===== src/mpt_pkg.sv =====
package mpt_pkg;

  localparam int COL_W       = 7;
  localparam int ROW_W       = 5;
  localparam int BTN_W       = 3;
  localparam int BYTE_W      = 8;
  localparam int DELTA_W     = 9;
  localparam int ACC_W       = 10;
  localparam int MAG_W       = 9;
  localparam int REM_W       = 4;
  localparam int POS_SUM_W   = 11;
  localparam int SENS_W      = 5;
  localparam int DIV_STEPS   = 9;
  localparam int DIV_CNT_W   = 4;
  localparam int Q_DEPTH     = 2;
  localparam int Q_PTR_W     = 1;
  localparam int Q_CNT_W     = 2;

  localparam logic [SENS_W-1:0] SENS_RESET = 5'd8;
  localparam logic [SENS_W-1:0] SENS_MIN   = 5'd1;
  localparam logic [SENS_W-1:0] SENS_MAX   = 5'd16;

  // PS/2 status byte bits
  localparam int STAT_VALID_BIT = 3;
  localparam int STAT_XSIGN_BIT = 4;
  localparam int STAT_YSIGN_BIT = 5;

  localparam logic ACT_PS2_BYTE  = 1'b0;
  localparam logic ACT_USB_REPORT = 1'b1;

  typedef struct packed {
    logic signed [DELTA_W-1:0] dx;
    logic signed [DELTA_W-1:0] dy;
    logic                      dy_up;
    logic [BTN_W-1:0]          buttons;
  } motion_cmd_t;

  typedef struct packed {
    logic full;
    logic empty;
  } q_status_t;

  typedef enum logic [1:0] {
    B_IDLE,
    B_DIV,
    B_UPD
  } back_state_t;

endpackage


===== src/mpt_if.sv =====
interface mpt_in_if;
  logic              valid;
  logic              ready;
  logic              action;
  logic [7:0]        data_byte;
  logic [7:0]        report_buttons;
  logic signed [7:0] report_dx;
  logic signed [7:0] report_dy;

  modport source (output valid, action, data_byte, report_buttons, report_dx, report_dy,
                  input ready);
  modport sink   (input valid, action, data_byte, report_buttons, report_dx, report_dy,
                  output ready);
endinterface

interface mpt_out_if;
  logic       valid;
  logic       ready;
  logic [6:0] cursor_col;
  logic [4:0] cursor_row;
  logic [2:0] button_bits;

  modport source (output valid, cursor_col, cursor_row, button_bits, input ready);
  modport sink   (input valid, cursor_col, cursor_row, button_bits, output ready);
endinterface

interface mpt_cfg_if;
  logic       valid;
  logic       ready;
  logic [4:0] data;

  modport source (output valid, data, input ready);
  modport sink   (input valid, data, output ready);
endinterface


===== src/mpt_front.sv =====
module mpt_front
  import mpt_pkg::*;
(
  input  logic        clk,
  input  logic        rst_n,
  mpt_in_if.sink      in_ch,
  input  q_status_t   q_status,
  output logic        push,
  output motion_cmd_t push_cmd
);

  logic [1:0]        byte_phase_r, byte_phase_nxt;
  logic [BYTE_W-1:0] held_r [2];
  logic              accept;

  assign in_ch.ready = !q_status.full;
  assign accept      = in_ch.valid && in_ch.ready;

  always_comb begin
    byte_phase_nxt = byte_phase_r;
    push           = 1'b0;
    push_cmd       = '0;
    if (accept) begin
      if (in_ch.action == ACT_USB_REPORT) begin
        push             = 1'b1;
        push_cmd.dx      = DELTA_W'(in_ch.report_dx);
        push_cmd.dy      = DELTA_W'(in_ch.report_dy);
        push_cmd.dy_up   = 1'b0;
        push_cmd.buttons = in_ch.report_buttons[BTN_W-1:0];
      end else if (!byte_phase_r[1]) begin
        byte_phase_nxt = byte_phase_r + 2'd1;
      end else begin
        // third byte (phase three behaves the same)
        byte_phase_nxt   = 2'd0;
        push             = held_r[0][STAT_VALID_BIT];
        push_cmd.dx      = {held_r[0][STAT_XSIGN_BIT], held_r[1]};
        push_cmd.dy      = {held_r[0][STAT_YSIGN_BIT], in_ch.data_byte};
        push_cmd.dy_up   = 1'b1;
        push_cmd.buttons = held_r[0][BTN_W-1:0];
      end
    end
  end

  always_ff @(posedge clk) begin
    if (!rst_n) begin
      byte_phase_r <= 2'd0;
    end else begin
      byte_phase_r <= byte_phase_nxt;
    end
  end

  always_ff @(posedge clk) begin
    if (accept && in_ch.action == ACT_PS2_BYTE && !byte_phase_r[1]) begin
      held_r[byte_phase_r[0]] <= in_ch.data_byte;
    end
  end

endmodule


===== src/mpt_fifo.sv =====
module mpt_fifo
  import mpt_pkg::*;
(
  input  logic        clk,
  input  logic        rst_n,
  input  logic        push,
  input  motion_cmd_t push_cmd,
  input  logic        pop,
  output motion_cmd_t pop_cmd,
  output q_status_t   status
);

  motion_cmd_t         mem_r [Q_DEPTH];
  logic [Q_PTR_W-1:0]  wr_ptr_r, rd_ptr_r;
  logic [Q_CNT_W-1:0]  count_r;

  assign status.full  = (count_r == Q_CNT_W'(Q_DEPTH));
  assign status.empty = (count_r == '0);
  assign pop_cmd      = mem_r[rd_ptr_r];

  always_ff @(posedge clk) begin
    if (!rst_n) begin
      wr_ptr_r <= '0;
      rd_ptr_r <= '0;
      count_r  <= '0;
    end else begin
      if (push) wr_ptr_r <= wr_ptr_r + 1'b1;
      if (pop)  rd_ptr_r <= rd_ptr_r + 1'b1;
      count_r <= count_r + Q_CNT_W'(push) - Q_CNT_W'(pop);
    end
  end

  always_ff @(posedge clk) begin
    if (push) mem_r[wr_ptr_r] <= push_cmd;
  end

  a_no_overflow: assert property (@(posedge clk) disable iff (!rst_n)
    !(push && status.full))
    else $error("push into full queue");

  a_no_underflow: assert property (@(posedge clk) disable iff (!rst_n)
    !(pop && status.empty))
    else $error("pop from empty queue");

endmodule


===== src/mpt_back.sv =====
module mpt_back
  import mpt_pkg::*;
#(
  parameter int COLUMNS = 80,
  parameter int ROWS    = 25
) (
  input  logic              clk,
  input  logic              rst_n,
  input  logic [SENS_W-1:0] sens,
  input  q_status_t         q_status,
  input  motion_cmd_t       pop_cmd,
  output logic              pop,
  mpt_out_if.source         out_ch
);

  localparam logic signed [POS_SUM_W-1:0] COL_MAX = POS_SUM_W'(COLUMNS - 1);
  localparam logic signed [POS_SUM_W-1:0] ROW_MAX = POS_SUM_W'(ROWS - 1);

  back_state_t                  state_r, state_nxt;
  logic signed [ACC_W-1:0]      acc_x_r, acc_y_r;
  logic [COL_W-1:0]             pos_col_r;
  logic [ROW_W-1:0]             pos_row_r;
  logic [BTN_W-1:0]             buttons_r;
  logic                         out_valid_r;
  logic [DIV_CNT_W-1:0]         cnt_r;
  logic [MAG_W-1:0]             dvd_x_r, dvd_y_r;
  logic [REM_W-1:0]             rem_x_r, rem_y_r;
  logic                         neg_x_r, neg_y_r, dy_up_r;
  logic [BTN_W-1:0]             cmd_btn_r;

  logic signed [ACC_W-1:0]      sum_x, sum_y;
  logic [ACC_W-1:0]             abs_x, abs_y;
  logic [REM_W:0]               trial_x, trial_y, sub_x, sub_y;
  logic                         ge_x, ge_y;
  logic signed [ACC_W-1:0]      q_x, q_y, r_x, r_y;
  logic signed [POS_SUM_W-1:0]  col_sum, row_sum, row_step;
  logic                         slot_free, do_upd;

  assign sum_x = acc_x_r + ACC_W'(pop_cmd.dx);
  assign sum_y = acc_y_r + ACC_W'(pop_cmd.dy);
  assign abs_x = sum_x[ACC_W-1] ? ACC_W'(-sum_x) : ACC_W'(sum_x);
  assign abs_y = sum_y[ACC_W-1] ? ACC_W'(-sum_y) : ACC_W'(sum_y);

  // one restoring step per cycle, both axes side by side
  assign trial_x = {rem_x_r, dvd_x_r[MAG_W-1]};
  assign trial_y = {rem_y_r, dvd_y_r[MAG_W-1]};
  assign ge_x    = (trial_x >= sens);
  assign ge_y    = (trial_y >= sens);
  assign sub_x   = trial_x - sens;
  assign sub_y   = trial_y - sens;

  // truncation toward zero: quotient and remainder take the dividend's sign
  assign q_x = neg_x_r ? -ACC_W'(dvd_x_r) : ACC_W'(dvd_x_r);
  assign q_y = neg_y_r ? -ACC_W'(dvd_y_r) : ACC_W'(dvd_y_r);
  assign r_x = neg_x_r ? -ACC_W'(rem_x_r) : ACC_W'(rem_x_r);
  assign r_y = neg_y_r ? -ACC_W'(rem_y_r) : ACC_W'(rem_y_r);

  assign row_step = dy_up_r ? -POS_SUM_W'(q_y) : POS_SUM_W'(q_y);
  assign col_sum  = POS_SUM_W'(signed'({1'b0, pos_col_r})) + POS_SUM_W'(q_x);
  assign row_sum  = POS_SUM_W'(signed'({1'b0, pos_row_r})) + row_step;

  assign slot_free = !out_valid_r || out_ch.ready;

  always_comb begin
    state_nxt = state_r;
    pop       = 1'b0;
    do_upd    = 1'b0;
    unique case (state_r)
      B_IDLE: begin
        if (!q_status.empty) begin
          pop       = 1'b1;
          state_nxt = B_DIV;
        end
      end
      B_DIV: begin
        if (cnt_r == DIV_CNT_W'(DIV_STEPS - 1)) state_nxt = B_UPD;
      end
      B_UPD: begin
        if (slot_free) begin
          do_upd    = 1'b1;
          state_nxt = B_IDLE;
        end
      end
      default: state_nxt = B_IDLE;
    endcase
  end

  always_ff @(posedge clk) begin
    if (!rst_n) begin
      state_r     <= B_IDLE;
      acc_x_r     <= '0;
      acc_y_r     <= '0;
      pos_col_r   <= '0;
      pos_row_r   <= '0;
      buttons_r   <= '0;
      out_valid_r <= 1'b0;
      cnt_r       <= '0;
    end else begin
      state_r <= state_nxt;
      if (pop) cnt_r <= '0;
      else if (state_r == B_DIV) cnt_r <= cnt_r + 1'b1;
      if (do_upd) begin
        acc_x_r     <= r_x;
        acc_y_r     <= r_y;
        buttons_r   <= cmd_btn_r;
        out_valid_r <= 1'b1;
        priority if (col_sum < 0)       pos_col_r <= '0;
        else if (col_sum > COL_MAX)     pos_col_r <= COL_W'(COL_MAX);
        else                            pos_col_r <= COL_W'(col_sum);
        priority if (row_sum < 0)       pos_row_r <= '0;
        else if (row_sum > ROW_MAX)     pos_row_r <= ROW_W'(ROW_MAX);
        else                            pos_row_r <= ROW_W'(row_sum);
      end else if (out_ch.ready) begin
        out_valid_r <= 1'b0;
      end
    end
  end

  always_ff @(posedge clk) begin
    if (pop) begin
      dvd_x_r   <= abs_x[MAG_W-1:0];
      dvd_y_r   <= abs_y[MAG_W-1:0];
      rem_x_r   <= '0;
      rem_y_r   <= '0;
      neg_x_r   <= sum_x[ACC_W-1];
      neg_y_r   <= sum_y[ACC_W-1];
      dy_up_r   <= pop_cmd.dy_up;
      cmd_btn_r <= pop_cmd.buttons;
    end else if (state_r == B_DIV) begin
      dvd_x_r <= {dvd_x_r[MAG_W-2:0], ge_x};
      dvd_y_r <= {dvd_y_r[MAG_W-2:0], ge_y};
      rem_x_r <= ge_x ? sub_x[REM_W-1:0] : trial_x[REM_W-1:0];
      rem_y_r <= ge_y ? sub_y[REM_W-1:0] : trial_y[REM_W-1:0];
    end
  end

  assign out_ch.valid       = out_valid_r;
  assign out_ch.cursor_col  = pos_col_r;
  assign out_ch.cursor_row  = pos_row_r;
  assign out_ch.button_bits = buttons_r;

  a_div_cnt_range: assert property (@(posedge clk) disable iff (!rst_n)
    state_r == B_DIV |-> cnt_r < DIV_CNT_W'(DIV_STEPS))
    else $error("divider step count out of range");

  a_result_from_update: assert property (@(posedge clk) disable iff (!rst_n)
    $rose(out_valid_r) |-> $past(state_r == B_UPD))
    else $error("result raised outside update");

endmodule


===== src/mouse_packet_position_tracker.sv =====
// A motion item leaves the queue, goes through the 9 divider steps and then the
// update state, which waits for a free output slot before the result is registered.
// The back end's 9-step restoring divider works on one motion item at a time;
// the queue takes input until full, PS/2 bytes that complete no packet included.
// Reset (rst_n low, synchronous) clears byte phase, accumulators, position,
// buttons and the queue, and sets sensitivity to 8; no clearing pass.
module mouse_packet_position_tracker
  import mpt_pkg::*;
#(
  parameter int COLUMNS = 80,
  parameter int ROWS    = 25
) (
  input  logic       clk,
  input  logic       rst_n,
  mpt_in_if.sink     in_ch,
  mpt_out_if.source  out_ch,
  mpt_cfg_if.sink    cfg_ch
);

  logic [SENS_W-1:0] sens_r;
  logic              push, pop;
  motion_cmd_t       push_cmd, pop_cmd;
  q_status_t         q_status;

  assign cfg_ch.ready = 1'b1;

  always_ff @(posedge clk) begin
    if (!rst_n) begin
      sens_r <= SENS_RESET;
    end else if (cfg_ch.valid) begin
      priority if (cfg_ch.data < SENS_MIN) sens_r <= SENS_MIN;
      else if (cfg_ch.data > SENS_MAX)     sens_r <= SENS_MAX;
      else                                 sens_r <= cfg_ch.data;
    end
  end

  mpt_front u_front (
    .clk      (clk),
    .rst_n    (rst_n),
    .in_ch    (in_ch),
    .q_status (q_status),
    .push     (push),
    .push_cmd (push_cmd)
  );

  mpt_fifo u_fifo (
    .clk      (clk),
    .rst_n    (rst_n),
    .push     (push),
    .push_cmd (push_cmd),
    .pop      (pop),
    .pop_cmd  (pop_cmd),
    .status   (q_status)
  );

  mpt_back #(
    .COLUMNS (COLUMNS),
    .ROWS    (ROWS)
  ) u_back (
    .clk      (clk),
    .rst_n    (rst_n),
    .sens     (sens_r),
    .q_status (q_status),
    .pop_cmd  (pop_cmd),
    .pop      (pop),
    .out_ch   (out_ch)
  );

endmodule


===== src/flat_wrapper.sv =====
// flat-port wrapper written by rule: the top's interface ports become plain ports
module mouse_packet_position_tracker_flat import mpt_pkg::*;
#(
  parameter int COLUMNS = 80,
  parameter int ROWS    = 25
)
  (clk, rst_n, in_ch_valid, in_ch_action, in_ch_data_byte, in_ch_report_buttons, in_ch_report_dx, in_ch_report_dy, in_ch_ready, out_ch_valid, out_ch_cursor_col, out_ch_cursor_row, out_ch_button_bits, out_ch_ready, cfg_ch_valid, cfg_ch_data, cfg_ch_ready);
  mpt_in_if in_ch_i ();
  mpt_out_if out_ch_i ();
  mpt_cfg_if cfg_ch_i ();
  input  logic clk;
  input  logic rst_n;
  input wire logic [$bits(in_ch_i.valid)-1:0] in_ch_valid;
  input wire logic [$bits(in_ch_i.action)-1:0] in_ch_action;
  input wire logic [$bits(in_ch_i.data_byte)-1:0] in_ch_data_byte;
  input wire logic [$bits(in_ch_i.report_buttons)-1:0] in_ch_report_buttons;
  input wire logic [$bits(in_ch_i.report_dx)-1:0] in_ch_report_dx;
  input wire logic [$bits(in_ch_i.report_dy)-1:0] in_ch_report_dy;
  output wire logic [$bits(in_ch_i.ready)-1:0] in_ch_ready;
  output wire logic [$bits(out_ch_i.valid)-1:0] out_ch_valid;
  output wire logic [$bits(out_ch_i.cursor_col)-1:0] out_ch_cursor_col;
  output wire logic [$bits(out_ch_i.cursor_row)-1:0] out_ch_cursor_row;
  output wire logic [$bits(out_ch_i.button_bits)-1:0] out_ch_button_bits;
  input wire logic [$bits(out_ch_i.ready)-1:0] out_ch_ready;
  input wire logic [$bits(cfg_ch_i.valid)-1:0] cfg_ch_valid;
  input wire logic [$bits(cfg_ch_i.data)-1:0] cfg_ch_data;
  output wire logic [$bits(cfg_ch_i.ready)-1:0] cfg_ch_ready;
  assign in_ch_i.valid = in_ch_valid;
  assign in_ch_i.action = in_ch_action;
  assign in_ch_i.data_byte = in_ch_data_byte;
  assign in_ch_i.report_buttons = in_ch_report_buttons;
  assign in_ch_i.report_dx = in_ch_report_dx;
  assign in_ch_i.report_dy = in_ch_report_dy;
  assign in_ch_ready = in_ch_i.ready;
  assign out_ch_valid = out_ch_i.valid;
  assign out_ch_cursor_col = out_ch_i.cursor_col;
  assign out_ch_cursor_row = out_ch_i.cursor_row;
  assign out_ch_button_bits = out_ch_i.button_bits;
  assign out_ch_i.ready = out_ch_ready;
  assign cfg_ch_i.valid = cfg_ch_valid;
  assign cfg_ch_i.data = cfg_ch_data;
  assign cfg_ch_ready = cfg_ch_i.ready;
  mouse_packet_position_tracker #(.COLUMNS(COLUMNS), .ROWS(ROWS)) u_core (.clk(clk), .rst_n(rst_n), .in_ch(in_ch_i), .out_ch(out_ch_i), .cfg_ch(cfg_ch_i));
endmodule

===== config.mk =====
export PLATFORM = sky130hd
export DESIGN_NAME = mouse_packet_position_tracker_flat
export DESIGN_NICKNAME = d
export VERILOG_FILES = /design/src/mpt_pkg.sv /design/src/mpt_if.sv /design/src/mpt_front.sv /design/src/mpt_fifo.sv /design/src/mpt_back.sv /design/src/mouse_packet_position_tracker.sv /design/src/flat_wrapper.sv
export SDC_FILE = /design/constraint.sdc
export NUM_CORES = 1
export LEC_CHECK = 0
export BUFFER_PORTS_ARGS = -buffer_cell sky130_fd_sc_hd__buf_2
export CAP_MARGIN = 20
export CORE_MARGIN = 2
export CORE_UTILIZATION = 30
export DETAILED_ROUTE_END_ITERATION = 6
export MAX_ROUTING_LAYER = met4
export PLACE_DENSITY_LB_ADDON = 0.12
export SLEW_MARGIN = 25
export SYNTH_ARGS = -nofsm -noshare
export SYNTH_HDL_FRONTEND = slang
export SYNTH_SLANG_ARGS = --single-unit

===== constraint.sdc =====
create_clock -name clk -period 3.6 [get_ports clk]
set_clock_uncertainty 0.05 [all_clocks]
set_input_delay 0.72 -clock clk [delete_from_list [all_inputs] [get_ports clk]]
set_output_delay 0.72 -clock clk [all_outputs]
set_load 0.01 [all_outputs]

==> metrics.cfg <==
[drt]
drt_iter0_markers = 337
drc = 0
vias = 6542
wl_per_cell_um = 15.9
wl_um = 21500
ant_nets = 0
first_pass_iters = 4
viasPerCell = 4.85

[hold_path]
hold_path_class = flip-flop to flip-flop
worstHoldStart = u_core.u_back.acc_x_r[7]
min_path_cells = 2
min_to = u_core.u_back.acc_x_r[7]

[sta]
period_share = 0.948
setup_viol = 0
max_slew_margin = 0.467
finalHoldViolations = 0
fmax_mhz = 293
min_period_ns = 3.41
tightestPinTransition_ns = 0.797
rsz0062_at_grt = true
slew_violations = 0
fin_ws_ns = 0.188

[global_routing]
antenna_found_initial = 1
overflow = 0
grt_max_degree = 24
grt_pass1_wl_um = 34800
grt_pass1_vias = 6440
grt_usage = 0.150

[worst_setup_path]
r2r-end = u_core.u_back.out_ch.cursor_row[2]
required_ns = 3.93
regToRegStartpoint = u_core.u_back.dvd_y_r[1]
cp_max_fo = 4
critical_path.endpoint_type = flip-flop
start_kind = flip-flop
worst_r2r_path_depth = 14
path_class = flip-flop to flip-flop
cp.arrival_ns = 3.74
reg2reg_slack_ns = 0.19

[synth]
synth_edf_count = 82
synthCells = 885
syn-mean-instance-area_um2 = 9.68
yosysSeqAreaShare = 0.418
synth_ff_type = edfxtp_1
async_flop_share = 0
synth_fp_nets = 986
yosysWarnings = 0
ys_types = 73
yosys_register_bits = 138
syn-cell-area_mm2 = 0.00856

[power_and_ir_drop]
p_leak_nw = 3.93
ir_drop_mv = 0.287
powerDensity_mw_per_mm2 = 749
p_total_mw = 7.63

[cts]
cts_made_buffers = 17
ctsHoldBuffers = 0
cts_tree = done
worstSkewPairLatency_ns = 0.44
clockRootBuffer = clkbuf_16
clk_pin_slew_ns = 0.07
h-tree-depth = 4
clockBufferDepth = 2
cts.sinks = 138

[die]
die_w_um = 173
coreArea_mm2 = 0.0279
fp.dieH_um = 173
io_pins = 61
rows = 61
die_area_mm2 = 0.0299
initial_core_util = 0.307

[cells_and_area]
layout.nets = 1058
area_growth_pct = 19.0
final_util = 0.365
final_layout_size_suffix_gt1_frac = 0.188
num_antenna_cells = 0

[status]
status = complete, no violations

[placement]
dpl_worst_slack_ns = -0.0339
gp_congestion = 0.811
hpwl_um = 15800
io_buffers = 54

[run]
drv_cap = 0

==> cell usage after synthesis (all sizes together) (6+ instances only) <==
cell type | count | share of area
nand2b | 12 | 0.0088
inv | 56 | 0.025
nand3 | 25 | 0.015
nand2 | 66 | 0.029
nor2 | 62 | 0.027
a21oi | 49 | 0.029
dfxtp | 56 | 0.13
nor2b | 16 | 0.012
o211ai | 15 | 0.013
ha | 52 | 0.076
xor2 | 17 | 0.017
a211oi | 9 | 0.0085
a22o | 20 | 0.020
and2 | 10 | 0.0073
or3 | 7 | 0.0057
a31oi | 11 | 0.0080
o21a | 13 | 0.011
a21o | 17 | 0.015
edfxtp | 82 | 0.29
clkbuf | 33 | 0.014
fa | 6 | 0.014
o21ai | 46 | 0.027
mux2i | 13 | 0.015
mux2 | 24 | 0.032
nor4 | 7 | 0.0051
o31ai | 8 | 0.0070
a21boi | 7 | 0.0061
nor3 | 18 | 0.011
or4 | 8 | 0.0079
xnor2 | 37 | 0.038
buf | 6 | 0.0041
==> cell usage in the layout, fill, tap and decap left out, drive strengths merged, types with 15 or more instances in the layout <==
cell     n
nor2b   16
a21o    17
nand3   25
clkbuf  17
dfxtp   56
buf     92
edfxtp  82
ha      52
nor2    62
xor2    17
mux2    24
a22o    20
nand2   66
o21ai   46
inv     62
xnor2   37
a21oi   49
nor3    18
o211ai  15
==> stage by stage <==
step | instance area [um^2] | std cells | TNS (ns) | hold slack [ns]
finish | 10200 | 1348 | 0 | 0.416
global route | 10200 | 1348 | -0.277 | 0.414
CTS | 10100 | 1344 | 0 | 0.410
detailed placement | 9430 | 1312 | -0.0461 | 0.411
global placement | 9430 | 1312 | -0.00356 | 0.396
floorplan | 8570 | 885 | 0 | 0.386
==> worst max path at each step <==
| stage | from | endpoint | slack [ns] | cells after the start |
|---|---|---|---|---|
| floorplan | u_core.u_back.neg_y_r | u_core.u_back.out_ch.cursor_row[2] | 0.0007 | 15 |
| global placement | flip-flop | u_core.u_back.dvd_x_r[1] | -0.004 | 12 |
| detailed placement | flip-flop | u_core.u_back.dvd_x_r[1] | -0.03 | 12 |
| CTS | u_core.u_back.dvd_x_r[1] | u_core.u_back.out_ch.cursor_col[4] | 0.04 | 15 |
| global route | u_core.u_back.dvd_y_r[1] | u_core.u_back.out_ch.cursor_row[2] | -0.09 | 14 |
| finish | u_core.u_back.dvd_y_r[1] | u_core.u_back.out_ch.cursor_row[2] | 0.19 | 14 |
==> area by class of cell <==
class	count	area, um^2
Clock inverter	15	199
Sequential cell	138	3580
Multi-Input combinational cell	652	4730
Inverter	56	210
Tap cell	378	473
Clock buffer	17	425
Timing Repair Buffer	92	568
Fill cell	2896	17700
==> sequential cells by signal, summed over array words and instances (netlist names), 4 cells and up, named ones only <==
signal	cells
u_core.u_back.out_ch.cursor_row	5
u_core.u_back.dvd_y_r	9
u_core.u_back.out_ch.cursor_col	7
u_core.u_back.rem_y_r	4
u_core.u_front.held_r	14
u_core.sens_r	5
u_core.u_back.acc_x_r	7
u_core.u_fifo.mem_r	44
u_core.u_back.cnt_r	4
u_core.u_back.acc_y_r	7
u_core.u_back.dvd_x_r	9
u_core.u_back.rem_x_r	4
==> what timing repair did <==
item / 4_1_cts / 5_1_grt
endpoints found under the setup margin: 2 / 13
pin swaps: 0 / 13
buffers inserted: 0 / 4
gates resized for setup: 1 / 21
==> worst max-delay path, stage by stage, from the launching register on <==
cell      delay (ns)
edfxtp_1        0.40
inv_2           0.10
ha_4            0.22
nor4bb_4        0.27
o31a_1          0.20
nor2_1          0.07
xnor2_1         0.13
ha_1            0.33
o21a_1          0.16
o21ai_2         0.06
a222oi_1        0.29
o211ai_1        0.17
or4_4           0.56
a211oi_2        0.24
a21o_1          0.10
==> routing by layer <==
| layer | part of all wire | wire [um] | up-vias | GRT usage |
|---|---|---|---|---|
| met1 | 0.51 | 10900 | 3033 | 0.202 |
| met5 | 0 | 0 | - | - |
| met3 | 0.021 | 453 | 19 | 0.0202 |
| met2 | 0.46 | 9830 | 79 | 0.237 |
| met4 | 0.012 | 265 | 0 | 0.0417 |
| li1 | - | - | 3411 | - |
==> logic make-up after synthesis <==
group,synth area share
buffers and inverters,0.0431
DFF,0.418
and+or+nand+nor,0.157
muxes,0.0467
AOI/OAI and AO/OA,0.189
other,0.000438
xor gates and xnor gates,0.0552
adders and majority gates,0.0900
==> power breakdown <==
| part | switching [mW] | leakage, nW | internal [mW] |
|---|---|---|---|
| clock | 0.875 | 0.300 | 0.951 |
| combinational | 1.99 | 2.40 | 1.52 |
| sequential | 0.268 | 1.23 | 2.03 |
| total | 3.13 | 3.93 | 4.50 |
Note: power is estimated with default switching activity, not from simulation.
